**config.mk**
```make
export PLATFORM = sky130hd
export DESIGN_NAME = byte_escape_encoder
export DESIGN_NICKNAME = d
export VERILOG_FILES = /design/src/hdl/bee_pkg.sv /design/src/hdl/byte_escape_encoder.sv /design/src/hdl/bee_front.sv /design/src/hdl/bee_queue.sv /design/src/hdl/bee_back.sv
export VERILOG_INCLUDE_DIRS = /design/src /design/src/hdl
export SDC_FILE = /design/constraint.sdc
export NUM_CORES = 1
export LEC_CHECK = 0
export BUFFER_PORTS_ARGS = -buffer_cell sky130_fd_sc_hd__buf_2
export CORE_MARGIN = 4
export CORE_UTILIZATION = 40
export DETAILED_ROUTE_END_ITERATION = 8
export PLACE_DENSITY = 0.64
export SLEW_MARGIN = 40
export SYNTH_ARGS = -nofsm -noshare
export SYNTH_HDL_FRONTEND = slang
export SYNTH_SLANG_ARGS = --single-unit
```
**constraint.sdc**
```tcl
create_clock -name clk -period 2.75 [get_ports clk]
set_input_delay 0.275 -clock clk [delete_from_list [all_inputs] [get_ports clk]]
set_output_delay 0.275 -clock clk [all_outputs]
set_load 0.01 [all_outputs]
```
**src/hdl/byte_escape_encoder_macros.svh**
```systemverilog
// ---------------------------------------------------------------------------
// Byte escape encoder assertion macros
// Shorthand for the concurrent checks of the encoder, clocked on clk and
// disabled while rst is high.
// ---------------------------------------------------------------------------
`ifndef BYTE_ESCAPE_ENCODER_MACROS_SVH
`define BYTE_ESCAPE_ENCODER_MACROS_SVH

// Overlapping implication: the consequent is checked from the same edge.
`define BEE_ASSERT_IMPL(lbl, ante, cons) \
  lbl: assert property (@(posedge clk) disable iff (rst) (ante) |-> (cons)) \
    else $error("byte escape encoder check failed");

// Non-overlapping implication: the consequent is checked from the next edge.
`define BEE_ASSERT_NEXT(lbl, ante, cons) \
  lbl: assert property (@(posedge clk) disable iff (rst) (ante) |=> (cons)) \
    else $error("byte escape encoder check failed");

`endif

```
**src/hdl/bee_pkg.sv**
```systemverilog
// ---------------------------------------------------------------------------
// Byte escape encoder package
// Shared types and constants for the classifier front, the queue and the
// output serializer.
// ---------------------------------------------------------------------------
package bee_pkg;

  // Escape rule selected by one mode slot.
  typedef enum logic [1:0] {
    MODE_NONE   = 2'd0,
    MODE_CSTYLE = 2'd1,
    MODE_REGEX  = 2'd2,
    MODE_HEX    = 2'd3
  } esc_mode_t;

  // Encoding chosen for one input byte.
  typedef enum logic [1:0] {
    KIND_PLAIN = 2'd0,
    KIND_SLASH = 2'd1,
    KIND_HEX   = 2'd2
  } esc_kind_t;

  // The three ordered mode slots.
  typedef struct packed {
    esc_mode_t first;
    esc_mode_t second;
    esc_mode_t third;
  } mode_slots_t;

  // One classified byte on its way to the serializer. For a backslash
  // escape the data is the character that follows the backslash; for a hex
  // escape it is the raw byte.
  typedef struct packed {
    esc_kind_t  kind;
    logic [7:0] data;
  } esc_entry_t;

  // Configuration register indexes.
  localparam logic [1:0] CFG_SLOT_FIRST  = 2'd0;
  localparam logic [1:0] CFG_SLOT_SECOND = 2'd1;
  localparam logic [1:0] CFG_SLOT_THIRD  = 2'd2;

  // Output characters of the escape sequences.
  localparam logic [7:0] CH_BACKSLASH = 8'h5C;
  localparam logic [7:0] CH_LOWER_X   = 8'h78;

  // Default depth of the queue between front and back.
  localparam int QUEUE_DEPTH_DEF = 2;

endpackage

```
**src/hdl/byte_escape_encoder.sv**
```systemverilog
// An accepted byte is registered in the queue and then in the serializer's
// current entry before its first output byte shows. A plain byte yields one
// output byte, a backslash escape two and a hex escape four, one per transfer.
// Input bytes keep flowing every cycle while the queue has room.
// Reset (rst, synchronous) empties the queue and the serializer and sets
// all three mode slots to none.
// ---------------------------------------------------------------------------
// Byte escape encoder
// Escapes one byte of text per transfer in C-style, regex or hex form as
// chosen by three ordered mode slots.
// ---------------------------------------------------------------------------
`include "byte_escape_encoder_macros.svh"

module byte_escape_encoder
  import bee_pkg::*;
#(
  parameter int QUEUE_DEPTH = QUEUE_DEPTH_DEF
) (
  input  logic       clk,
  input  logic       rst,
  input  logic       cfg_we,
  input  logic [1:0] cfg_index,
  input  logic [1:0] cfg_data,
  input  logic [7:0] in_byte,
  input  logic       in_valid,
  output logic       in_stall,
  output logic [7:0] out_byte,
  output logic       last_of_run,
  output logic       out_valid,
  input  logic       out_stall
);

  mode_slots_t slots;
  logic        q_push;
  logic        q_pop;
  logic        q_full;
  logic        q_empty;
  esc_entry_t  q_in;
  esc_entry_t  q_head;

  // Mode slot registers; writes beyond the third slot are dropped.
  always_ff @(posedge clk) begin
    if (rst) begin
      slots <= '{first: MODE_NONE, second: MODE_NONE, third: MODE_NONE};
    end else if (cfg_we) begin
      case (cfg_index)
        CFG_SLOT_FIRST:  slots.first  <= esc_mode_t'(cfg_data);
        CFG_SLOT_SECOND: slots.second <= esc_mode_t'(cfg_data);
        CFG_SLOT_THIRD:  slots.third  <= esc_mode_t'(cfg_data);
        default:         slots        <= slots;
      endcase
    end
  end

  bee_front u_front (
    .rst      (rst),
    .in_byte  (in_byte),
    .in_valid (in_valid),
    .in_stall (in_stall),
    .slots    (slots),
    .q_full   (q_full),
    .q_push   (q_push),
    .q_entry  (q_in)
  );

  bee_queue #(
    .DEPTH (QUEUE_DEPTH)
  ) u_queue (
    .clk        (clk),
    .rst        (rst),
    .push       (q_push),
    .push_entry (q_in),
    .pop        (q_pop),
    .head       (q_head),
    .full       (q_full),
    .empty      (q_empty)
  );

  bee_back u_back (
    .clk         (clk),
    .rst         (rst),
    .q_head      (q_head),
    .q_empty     (q_empty),
    .q_pop       (q_pop),
    .out_byte    (out_byte),
    .last_of_run (last_of_run),
    .out_valid   (out_valid),
    .out_stall   (out_stall)
  );

  // A sequence that has not reached its last byte keeps going.
  `BEE_ASSERT_NEXT(a_run_continues, out_valid && !out_stall && !last_of_run, out_valid)

  // With a queued byte waiting, the next sequence starts right after the last one.
  `BEE_ASSERT_NEXT(a_no_bubble, out_valid && !out_stall && last_of_run && !q_empty, out_valid)

  // A transfer into an idle block reaches the output through the queue and the serializer's entry register.
  `BEE_ASSERT_IMPL(a_latency, in_valid && !in_stall && !out_valid && q_empty, ##2 out_valid)

endmodule

```
**src/hdl/bee_front.sv**
```systemverilog
// ---------------------------------------------------------------------------
// Byte escape encoder front
// Accepts input bytes, applies the three mode slots in order and pushes the
// resulting escape kind and payload byte into the queue.
// ---------------------------------------------------------------------------
module bee_front
  import bee_pkg::*;
(
  input  logic        rst,
  input  logic [7:0]  in_byte,
  input  logic        in_valid,
  output logic        in_stall,
  input  mode_slots_t slots,
  input  logic        q_full,
  output logic        q_push,
  output esc_entry_t  q_entry
);

  // Tries one escape rule on a byte; a plain result carries the raw byte.
  function automatic esc_entry_t try_mode(esc_mode_t mode, logic [7:0] c);
    esc_entry_t e;
    e.kind = KIND_PLAIN;
    e.data = c;
    case (mode)
      MODE_CSTYLE: begin
        case (c) inside
          8'h0D: begin
            e.kind = KIND_SLASH;
            e.data = 8'h72;
          end
          8'h0A: begin
            e.kind = KIND_SLASH;
            e.data = 8'h6E;
          end
          8'h09: begin
            e.kind = KIND_SLASH;
            e.data = 8'h74;
          end
          8'h5C, 8'h27, 8'h22: e.kind = KIND_SLASH;
          default: e.kind = KIND_PLAIN;
        endcase
      end
      MODE_REGEX: begin
        case (c) inside
          8'h2E, 8'h24, 8'h5E, 8'h2A, 8'h5B, 8'h2D, 8'h5D, 8'h3C, 8'h3E,
          8'h28, 8'h29, 8'h7C, 8'h2B, 8'h3F, 8'h7B, 8'h2C, 8'h7D:
            e.kind = KIND_SLASH;
          default: e.kind = KIND_PLAIN;
        endcase
      end
      MODE_HEX: begin
        if (c < 8'h20 || c >= 8'h7F) begin
          e.kind = KIND_HEX;
        end
      end
      default: e.kind = KIND_PLAIN;
    endcase
    return e;
  endfunction

  esc_entry_t entry_first;
  esc_entry_t entry_second;
  esc_entry_t entry_third;

  // The first slot whose rule matches decides the encoding.
  always_comb begin
    entry_first  = try_mode(slots.first, in_byte);
    entry_second = try_mode(slots.second, in_byte);
    entry_third  = try_mode(slots.third, in_byte);
    if (entry_first.kind != KIND_PLAIN) begin
      q_entry = entry_first;
    end else if (entry_second.kind != KIND_PLAIN) begin
      q_entry = entry_second;
    end else begin
      q_entry = entry_third;
    end
  end

  // A transfer is taken whenever the queue has room and rst is low.
  assign in_stall = q_full;
  assign q_push   = in_valid && !q_full && !rst;

endmodule

```
**src/hdl/bee_queue.sv**
```systemverilog
// ---------------------------------------------------------------------------
// Byte escape encoder queue
// Short first-in first-out buffer of classified bytes between the front and
// the serializer, so that each side can stall on its own.
// ---------------------------------------------------------------------------
module bee_queue
  import bee_pkg::*;
#(
  parameter int DEPTH = QUEUE_DEPTH_DEF
) (
  input  logic       clk,
  input  logic       rst,
  input  logic       push,
  input  esc_entry_t push_entry,
  input  logic       pop,
  output esc_entry_t head,
  output logic       full,
  output logic       empty
);

  localparam int AW = (DEPTH > 1) ? $clog2(DEPTH) : 1;
  localparam int CW = $clog2(DEPTH + 1);

  esc_entry_t    slots [DEPTH];
  logic [AW-1:0] wr_ptr;
  logic [AW-1:0] rd_ptr;
  logic [CW-1:0] count;

  assign full  = (count == CW'(DEPTH));
  assign empty = (count == '0);
  assign head  = slots[rd_ptr];

  // Storage is written only on a push and needs no reset.
  always_ff @(posedge clk) begin
    if (push && !full) begin
      slots[wr_ptr] <= push_entry;
    end
  end

  // Pointers wrap at the configured depth.
  always_ff @(posedge clk) begin
    if (rst) begin
      wr_ptr <= '0;
      rd_ptr <= '0;
      count  <= '0;
    end else begin
      if (push && !full) begin
        wr_ptr <= (wr_ptr == AW'(DEPTH - 1)) ? '0 : wr_ptr + 1'b1;
      end
      if (pop && !empty) begin
        rd_ptr <= (rd_ptr == AW'(DEPTH - 1)) ? '0 : rd_ptr + 1'b1;
      end
      case ({push && !full, pop && !empty})
        2'b10:   count <= count + 1'b1;
        2'b01:   count <= count - 1'b1;
        default: count <= count;
      endcase
    end
  end

endmodule

```
**src/hdl/bee_back.sv**
```systemverilog
// ---------------------------------------------------------------------------
// Byte escape encoder back
// Takes one classified byte at a time from the queue and emits its escaped
// sequence one output byte per transfer, marking the final byte.
// ---------------------------------------------------------------------------
module bee_back
  import bee_pkg::*;
(
  input  logic       clk,
  input  logic       rst,
  input  esc_entry_t q_head,
  input  logic       q_empty,
  output logic       q_pop,
  output logic [7:0] out_byte,
  output logic       last_of_run,
  output logic       out_valid,
  input  logic       out_stall
);

  // Lowercase hex digit for one nibble.
  function automatic logic [7:0] hex_digit(logic [3:0] n);
    logic [7:0] d;
    if (n < 4'd10) begin
      d = 8'h30 + {4'd0, n};
    end else begin
      d = 8'h57 + {4'd0, n};
    end
    return d;
  endfunction

  esc_entry_t cur;
  logic       cur_valid;
  logic [1:0] step;
  logic       take;
  logic       done;

  assign out_valid = cur_valid;
  assign take      = cur_valid && !out_stall;
  assign done      = !cur_valid || (take && last_of_run);
  assign q_pop     = done && !q_empty;

  // Output byte and end marker for the current step of the sequence.
  always_comb begin
    case (cur.kind)
      KIND_SLASH: begin
        out_byte    = (step == 2'd0) ? CH_BACKSLASH : cur.data;
        last_of_run = (step == 2'd1);
      end
      KIND_HEX: begin
        case (step)
          2'd0:    out_byte = CH_BACKSLASH;
          2'd1:    out_byte = CH_LOWER_X;
          2'd2:    out_byte = hex_digit(cur.data[7:4]);
          default: out_byte = hex_digit(cur.data[3:0]);
        endcase
        last_of_run = (step == 2'd3);
      end
      default: begin
        out_byte    = cur.data;
        last_of_run = 1'b1;
      end
    endcase
  end

  // Load the next entry when the current sequence ends, else advance.
  always_ff @(posedge clk) begin
    if (rst) begin
      cur_valid <= 1'b0;
      step      <= 2'd0;
    end else if (done) begin
      cur_valid <= !q_empty;
      step      <= 2'd0;
    end else if (take) begin
      step <= step + 2'd1;
    end
  end

  always_ff @(posedge clk) begin
    if (q_pop) begin
      cur <= q_head;
    end
  end

endmodule

```
# Yosys cells after proc, flatten, opt, wreduce, memory -nomap -nowiden
# Memories as Yosys holds them, arrays and structs flattened. A register that Yosys moved wholly into a read port is not among the register bits.
# Index checks and enable logic that the tools add are counted.
# Widths: inputs -> output; s select.
# totals
regBits,13
latch_bits,0
ram_bits,20
rom_bits,0
inputBits,17
output_inout_bits,11
wordCells,118
memories,1
# mem_list
name,words,word_bits,read_ports,rd_clocked_by_memory_dff,wr,line,source
u_queue.slots,2,10,1,1,1,bee_queue.sv:24,esc_entry_t slots [DEPTH];
# op_classes
n_addsub,9
mul,0
div_mod_pow,0
n_lt_le_gt_ge,4
eq_ne,42
n_shift,0
n_mux,28
bitwise_logic,0
reduce_logical,26
# ops
cell,n
$eq 8x6->1 const B,13
$mux 8,9
$eq 8x7->1 const B,7
$eq 2x2->1 const B,12
$eq 8x4->1 const B,3
$pmux 8 s3,1
$mux 10,2
$pmux 2 s3,3
$reduce_or 17->1,1
$add 7x4->8 const A,2
$pmux 8 s2,1
$add 6x4->7 const A,2
$eq 2x1->1 const B,7
$mux 1,9
$ge 8x7->1 const B,1
$lt 4x4->1 const B,2
$lt 8x6->1 const B,1
$logic_and 1x1->1,7
$logic_not 2->1,3
$reduce_and 2->1,3
$reduce_bool 2->1,3
$logic_not 1->1,5
$add 2x1->2 const B,2
$pmux 2 s2,1
other kinds (7),9

# Depth between registers and ports, before layout
# Gate-level depths: netlist (run 1).
# depth
word_depth,10
mapped_depth,10
ltp_nobuf,9

# Hierarchy
# Synthesis (run 1) repeated with hierarchy kept, for this count alone.
# hier_totals
hier_cells,269
area_unflattened_um2,2708.8
# modules_own_cells
mod,n_inst,cells_each,area_per_inst_um2,seq_area_each_um2
bee_back,1,104,944.7,360.3
bee_queue,1,57,942.2,700.7
bee_front,1,85,564.3,0.0
byte_escape_encoder,1,23,257.7,120.1

# Worst setup path after synthesis (run 1)
# No wires, ideal clock.
# synth_timing
path_type,register -> register
startpoint,reg u_back.cur[8] (netlist name)
endpoint,reg u_queue.count[1]
setup_ns,0.070
arrival_ns,2.292
required_ns,2.680
slack_ns,0.388
stages_incl_launch_ff,10
n_path_buf,1
period_less_slack_ns,2.362
cell_sequence,edfxtp_1 inv_1 ha_1 clkbuf_1 a221oi_1 o21ai_0 o21a_1 ha_1 or3_1 a21oi_1
# synth_between
elab_chain_cells,8
elab_cells_between_ends,11
classes_between,eq/ne: 4; mux: 2; reduce/logical: 5
# synth_lines
item,line,source
$eq 2x2->1 / $eq 2x1->1 (equally long branches),bee_back.sv:44,case (cur.kind)
$pmux 1 s2 (*),bee_back.sv:44,
$logic_and 1x1->1 (*),bee_back.sv:39,assign done = !cur_valid || (take && last_of_run);
$logic_or 1x1->1 (*),bee_back.sv:39,
$logic_and 1x1->1 (*),bee_back.sv:40,assign q_pop = done && !q_empty;
named net q_pop,byte_escape_encoder.sv:35,logic q_pop;
$logic_and 1x1->1 (*),bee_queue.sv:53,"case ({push && !full, pop && !empty})"
$eq 2x1->1 / $eq 2x2->1 (equally long branches),bee_queue.sv:53,
$pmux 2 s2 / $reduce_bool 2->1 (equally long branches),--,
"end signal, assigned",bee_queue.sv:54,2'b10: count <= count + 1'b1;
"end signal, assigned",bee_queue.sv:55,2'b01: count <= count - 1'b1;
"end signal, assigned",bee_queue.sv:56,default: count <= count;
"end, declared",bee_queue.sv:27,logic [CW-1:0] count;
# The timed path passes the listed nets; every way through them passes the cells marked *.
# A chain may end at the register's enable or synchronous reset.

# Worst setup path after layout (run 1)
# layout_timing
startpoint,reg u_back.step[0]
endpoint,out out_byte[4]
# layout_between
elab_chain_cells,3
elab_cells_between_ends,6
classes_between,eq/ne: 2; mux: 3; reduce/logical: 1
# layout_lines
item,line,source
"start, declared",bee_back.sv:33,logic [1:0] step;
"start signal, assigned",bee_back.sv:74,step <= step + 2'd1;
$eq 2x2->1 (tied with other cells),bee_back.sv:50,case (step)
$pmux 8 s3 / $mux 8 (equally long branches),"bee_back.sv:50, bee_back.sv:46",
$pmux 8 s2 (*),bee_back.sv:44,
"end, declared",byte_escape_encoder.sv:27,"output logic [7:0] out_byte,"
# Mark *: on every way between the ends. The rest lies on a longest branch, timed or not.

==> impl_metrics.env, run 1 <==
export IMPL_grt_pass1_wl_mm=8.72
export IMPL_initial_core_util_pct=41.2
export IMPL_crit_cells=8
export IMPL_core_mm2=0.00639
export IMPL_synthCells=267
export IMPL_slew_viol_final=0
export IMPL_powerDensity_mw_per_mm2=770
export IMPL_synth_flop_cell="edfxtp_1"
export IMPL_intPower_mw=1.46
export IMPL_diodes=0
export IMPL_tns_ns=0
export IMPL_path_cells="ha_1, inv_1, or2_2, o21ai_0, a21oi_1, o21ai_0, a21oi_1, buf_2"
export IMPL_endpoint_kind="output pin"
export IMPL_avgSynthCellArea_um2=9.85
export IMPL_worstPathArrival_ns=2.27
export IMPL_cts_tree="built"
export IMPL_cts_buffers=5
export IMPL_pwr_share_comb_pct=38.5
export IMPL_grt_ovfl_total=0
export IMPL_netSwitchingFraction_pct=35.6
export IMPL_synth_common_cells="edfxtp_1, nor2_1, inv_1, a21oi_1, nand2_1"
export IMPL_yosys_area_top_type="edfxtp_1"
export IMPL_cts_setup_buffers=0
export IMPL_clk_pin_slew_ns=0.08
export IMPL_seq_power_share_pct=42.4
export IMPL_clockPowerShare_pct=19.1
export IMPL_port_buffers=27
export IMPL_holdWs_ns=0.250
export IMPL_syn_cell_area_mm2=0.00263
export IMPL_final_net_count=321
export IMPL_grt_antenna_before_repair=0
export IMPL_yosys_top_cells_area="edfxtp_1, dfxtp_1, ha_1, mux2_2, nor2_1"
export IMPL_grt_max_degree=14
export IMPL_die_y_um=89.1
export IMPL_cts_buffer_depth=2
export IMPL_wire_per_inst_um=13.8
export IMPL_post_cts_resize_count=0
export IMPL_critPathMaxFanout=8
export IMPL_max_slew_worst_pin_slew_ns=0.733
export IMPL_worstSkewPairLatency_ns=0.29
export IMPL_multi_input_comb_area_mm2=0.00135
export IMPL_worst_r2r_path_depth=8
export IMPL_vias=2038
export IMPL_critPathSlowestCell="dfxtp_1"
export IMPL_status="completed"
export IMPL_max_slew_margin_pct=49.9
export IMPL_critical_path_top_delay_family="compound AO/OA/AOI/OAI gates"
export IMPL_htree_levels=2
export IMPL_synth_most_common_cell="edfxtp_1"
export IMPL_vias_per_cell=5.48
export IMPL_dr_first_iter_drc_count=79
export IMPL_critPathBufInv=2
export IMPL_gp_congestion=0.919
export IMPL_cts_sinks=43
export IMPL_timing_fmax_ghz=0.392
export IMPL_hold_class="input port to flop"
export IMPL_rsz0062_at_grt="no"
export IMPL_hold_buffers=0
export IMPL_drt_pass1_iter_count=4
export IMPL_final_core_util_pct=46.0
export IMPL_p_leak_nw=1.09
export IMPL_regArea_mm2=0.00116
export IMPL_maxCapViolCount=0
export IMPL_async_flop_share_pct=0
export IMPL_drc=0
export IMPL_die_w_um=89.1
export IMPL_drt_wl_total_mm=5.13
export IMPL_yosysWarnings=0
export IMPL_synth_seq_cells=43
export IMPL_min_period_ns=2.55
export IMPL_ctsRootBufferMaster="clkbuf_8"
export IMPL_postRouteAntennaNets=0
export IMPL_ys_seq_area_share_pct=44.1
export IMPL_worstSetupStartpointType="flop"
export IMPL_fin_worst_skew_ns=0.00977
export IMPL_critical_path_class="flop to output pin"
export IMPL_period_share_pct=92.7
export IMPL_grt_pass1_vias=1926
export IMPL_post_dp_hpwl_mm=3.96
export IMPL_p_switching_uw=806
export IMPL_num_rows=29
export IMPL_synth_nets=294
export IMPL_synth_distinct_cells=58
export IMPL_peakVddDrop_mv=0.584
export IMPL_die_area_mm2=0.00794
export IMPL_drive_above_1_share_pct=20.3
export IMPL_fill_cells=612
export IMPL_setup_violations=0
export IMPL_finalHoldViolations=0
export IMPL_netlist_area_leader_share_pct=34.2
export IMPL_hold_depth=1
export IMPL_slowest_delay_ns=0.44
export IMPL_area_growth_pct=11.7
export IMPL_synth_edf_count=30
export IMPL_grt_use_total_pct=14.0
export IMPL_crit_required_ns=2.48
export IMPL_pin_count=28
-- per-layer routing --
metal	GRT usage, %	vias up	wire length [um]
li1	-	1048	-
met1	17.0	917	2300
met2	24.1	62	2450
met3	3.69	11	276
met4	4.47	0	102
met5	0	-	0
-- power groups by stage --
stage	clock network (mW)	logic, mW	registers [mW]
after detailed placement	0	0.876	0.975
final	0.432	0.872	0.959
after CTS	0.446	0.879	0.960
after floorplan	0	0.642	0.925
after global routing	0.476	0.995	0.979
after global placement	0	0.870	0.971
-- logic make-up (layout without fill, tap and decap cells) --
group | after synthesis | count (layout) | synth area share, %
AND/OR/NAND/NOR | 89 | 89 | 18.3
AO/OA/AOI/OAI | 71 | 71 | 18.7
flip-flops | 43 | 43 | 44.1
buffers and inverters | 29 | 57 | 4.52
multiplexers | 17 | 17 | 6.99
adder cells (fa/ha/maj) | 10 | 10 | 4.76
XOR/XNOR | 8 | 8 | 2.66
-- registers in the layout (all words and copies together) (netlist names) --
signal,count
u_queue.slots,20
u_back.cur,10
slots,6
u_back.step,2
u_queue.count,2
u_back.out_valid,1
u_queue.rd_ptr,1
u_queue.wr_ptr,1
-- through the flow --
step                area, um^2  setup WS, ns  cells  power, mW
CTS                       2940         0.194    372       2.28
finish                    2940         0.201    372       2.26
floorplan                 2630         0.388    267       1.57
detailed placement        2840         0.156    364       1.85
global route              2940      0.000958    372       2.45
global placement          2840         0.258    364       1.84
-- cell usage in the layout, fill, tap and decap left out, drive strengths merged, types with 4 or more instances in the layout --
cell    synthesis  routed
nand3           4       4
inv            19      19
dfxtp          13      13
a31oi           4       4
nand2          15      15
nor2           25      25
mux2i           6       6
edfxtp         30      30
nor3            8       8
nor2b           7       7
or3             4       4
nand2b          8       8
clkbuf          7       8
xnor2           5       5
a21oi          18      18
o21ai          12      12
ha             10      10
o21a            4       4
o31ai           5       5
buf             3      30
mux2           11      11
-- area by class of cell --
type	instances	area share (%)
multi-input combinational	195	46.0
clock buffer	8	3.45
timing repair buffer	30	5.36
tap	77	3.28
sequential	43	39.5
inverter	19	2.43
-- path summary, 6_finish.rpt --
check / slack (ns) / to / start
worst min register to register: 0.51 / u_back.step[1] / u_back.out_valid
worst max-delay path: 0.20 / out_byte[4] / u_back.step[0]
worst max register to register: 0.37 / u_queue.count[1] / u_back.cur[8]
worst min-delay path: 0.25 / u_queue.slots[1][7] / in_byte[7]
Power figures use the tool's default switching activity.
==> run 2: changes to the inputs <==
--- a/config.mk
+++ b/config.mk
@@ -7,9 +7,9 @@
 export NUM_CORES = 1
 export LEC_CHECK = 0
 export BUFFER_PORTS_ARGS = -buffer_cell sky130_fd_sc_hd__buf_2
-export CORE_MARGIN = 4
 export CORE_UTILIZATION = 40
 export DETAILED_ROUTE_END_ITERATION = 8
+export MAX_ROUTING_LAYER = met4
 export PLACE_DENSITY = 0.64
 export SLEW_MARGIN = 40
 export SYNTH_ARGS = -nofsm -noshare
==> impl_metrics.env, run 2 (synthesis gave the netlist of run 1 again) <==
export IMPL_die_w_um=83.1
export IMPL_drt_pass1_iter_count=4
export IMPL_drc=0
export IMPL_die_area_mm2=0.00691
export IMPL_grt_pass1_wl_mm=8.71
export IMPL_pin_count=28
export IMPL_final_core_util_pct=46.3
export IMPL_endpoint="out_byte[4]"
export IMPL_worst_r2r_path_depth=8
export IMPL_powerDensity_mw_per_mm2=768
export IMPL_critical_path_class="flop to output pin"
export IMPL_cts_setup_buffers=0
export IMPL_post_dp_hpwl_mm=3.88
export IMPL_holdWs_ns=0.251
export IMPL_core_mm2=0.00635
export IMPL_peakVddDrop_mv=0.435
export IMPL_cts_buffers=5
export IMPL_die_y_um=83.1
export IMPL_hold_class="input port to flop"
export IMPL_reg2reg_to="u_queue.count[1]"
export IMPL_maxCapViolCount=0
export IMPL_worstSetupStartpointType="flop"
export IMPL_grt_antenna_before_repair=0
export IMPL_worstSkewPairLatency_ns=0.29
export IMPL_max_slew_margin_pct=59.4
export IMPL_max_slew_worst_pin_slew_ns=0.594
export IMPL_initial_core_util_pct=41.4
export IMPL_min_period_ns=2.52
export IMPL_rrSetupSlack_ns=0.35
export IMPL_cts_tree="built"
export IMPL_htree_levels=2
export IMPL_p_leak_nw=1.09
export IMPL_post_cts_resize_count=0
export IMPL_period_share_pct=91.7
export IMPL_postRouteAntennaNets=0
export IMPL_crit_required_ns=2.48
export IMPL_tns_ns=0
export IMPL_drive_above_1_share_pct=20.3
export IMPL_fin_worst_skew_ns=0.0110
export IMPL_layout_commonest_cell="edfxtp_1"
export IMPL_r2r_start="u_back.step[1]"
export IMPL_grt_ovfl_total=0
export IMPL_port_buffers=27
export IMPL_timing_fmax_ghz=0.396
export IMPL_grt_pass1_vias=1970
export IMPL_grt_use_total_pct=15.7
export IMPL_grt_max_degree=14
export IMPL_cts_buffer_depth=2
export IMPL_final_cell_mix="edfxtp_1, buf_2, nor2_1, inv_1, a21oi_1"
export IMPL_cp_startpoint="u_back.step[0]"
export IMPL_top_register="u_queue.slots"
export IMPL_top_regs="u_queue.slots (20), u_back.cur (10), slots (6)"
export IMPL_num_rows=29
export IMPL_endpoint_kind="output pin"
export IMPL_dr_first_iter_drc_count=106
export IMPL_final_net_count=321
export IMPL_status="completed"
export IMPL_hold_buffers=0
export IMPL_cts_sinks=43
export IMPL_area_growth_pct=11.7
export IMPL_gp_congestion=0.903
export IMPL_largest_reg_flops=20
export IMPL_finalHoldViolations=0
export IMPL_vias=2063
export IMPL_drt_wl_total_mm=5.05
export IMPL_slew_viol_final=0
export IMPL_setup_violations=0
export IMPL_diodes=0
export IMPL_clk_pin_slew_ns=0.08
export IMPL_vias_per_cell=5.55
export IMPL_fill_cells=609
export IMPL_critPathMaxFanout=8
export IMPL_ctsRootBufferMaster="clkbuf_8"
export IMPL_rsz0062_at_grt="no"
export IMPL_wire_per_inst_um=13.6
export IMPL_worstPathArrival_ns=2.25
[run 2: stage by stage]
stage / worst slack (ns) / cells / area (um^2) / total power, mW
finish: 0.227 / 372 / 2940 / 2.26
global route: 0.0301 / 372 / 2940 / 2.43
CTS: 0.239 / 372 / 2940 / 2.28
detailed placement: 0.206 / 364 / 2840 / 1.85
global placement: 0.271 / 364 / 2840 / 1.83
floorplan: 0.388 / 267 / 2630 / 1.57
[run 2: worst min path at each step]
stage | from | to | slack [ns] | cells past startpoint
4_1_cts | cfg_data[0] | slots[4] | 0.24 | 3
3_3_place_gp | u_back.out_valid | u_back.step[0] | 0.48 | 2
3_5_place_dp | u_back.out_valid | u_back.step[0] | 0.50 | 2
6_report | cfg_data[0] | slots[4] | 0.25 | 3
5_1_grt | in_byte[7] | u_queue.slots[1][7] | 0.26 | 1
2_1_floorplan | rst | u_queue.count[1] | 0.34 | 1
[run 2: layout make-up]
type / instances / area [um^2] / share of cell area [%]
inverters: 19 / 71.3 / 2.43
well taps: 77 / 96.3 / 3.28
multi-input cells: 195 / 1350 / 46.0
repair buffers: 30 / 158 / 5.36
flip-flops and latches: 43 / 1160 / 39.5
clock buffers: 8 / 101 / 3.45
[run 2: metal layers]
layer | up-vias | share of wire [%] | track usage, % | routed length, um
li1 | 1048 | - | - | -
met1 | 951 | 45 | 18.4 | 2290
met2 | 53 | 49 | 26.7 | 2460
met3 | 11 | 3.9 | 3.18 | 197
met4 | 0 | 2.1 | 5.96 | 108
met5 | - | 0 | - | 0
[run 2: critical path: stages (launching register included)]
cell and delay, ns:
dfxtp_1 0.44, ha_1 0.37, inv_1 0.15, or2_2 0.32, o21ai_0 0.22, a21oi_1 0.08, o21ai_0 0.15, a21oi_1 0.09
buf_2 0.14
[run 2: power breakdown]
| group | switching (mW) | total, mW | internal [mW] | leakage (nW) |
|---|---|---|---|---|
| logic | 0.490 | 0.870 | 0.380 | 0.657 |
| registers | 0.120 | 0.962 | 0.842 | 0.385 |
| clock network | 0.192 | 0.427 | 0.235 | 0.0506 |
| total | 0.801 | 2.26 | 1.46 | 1.09 |
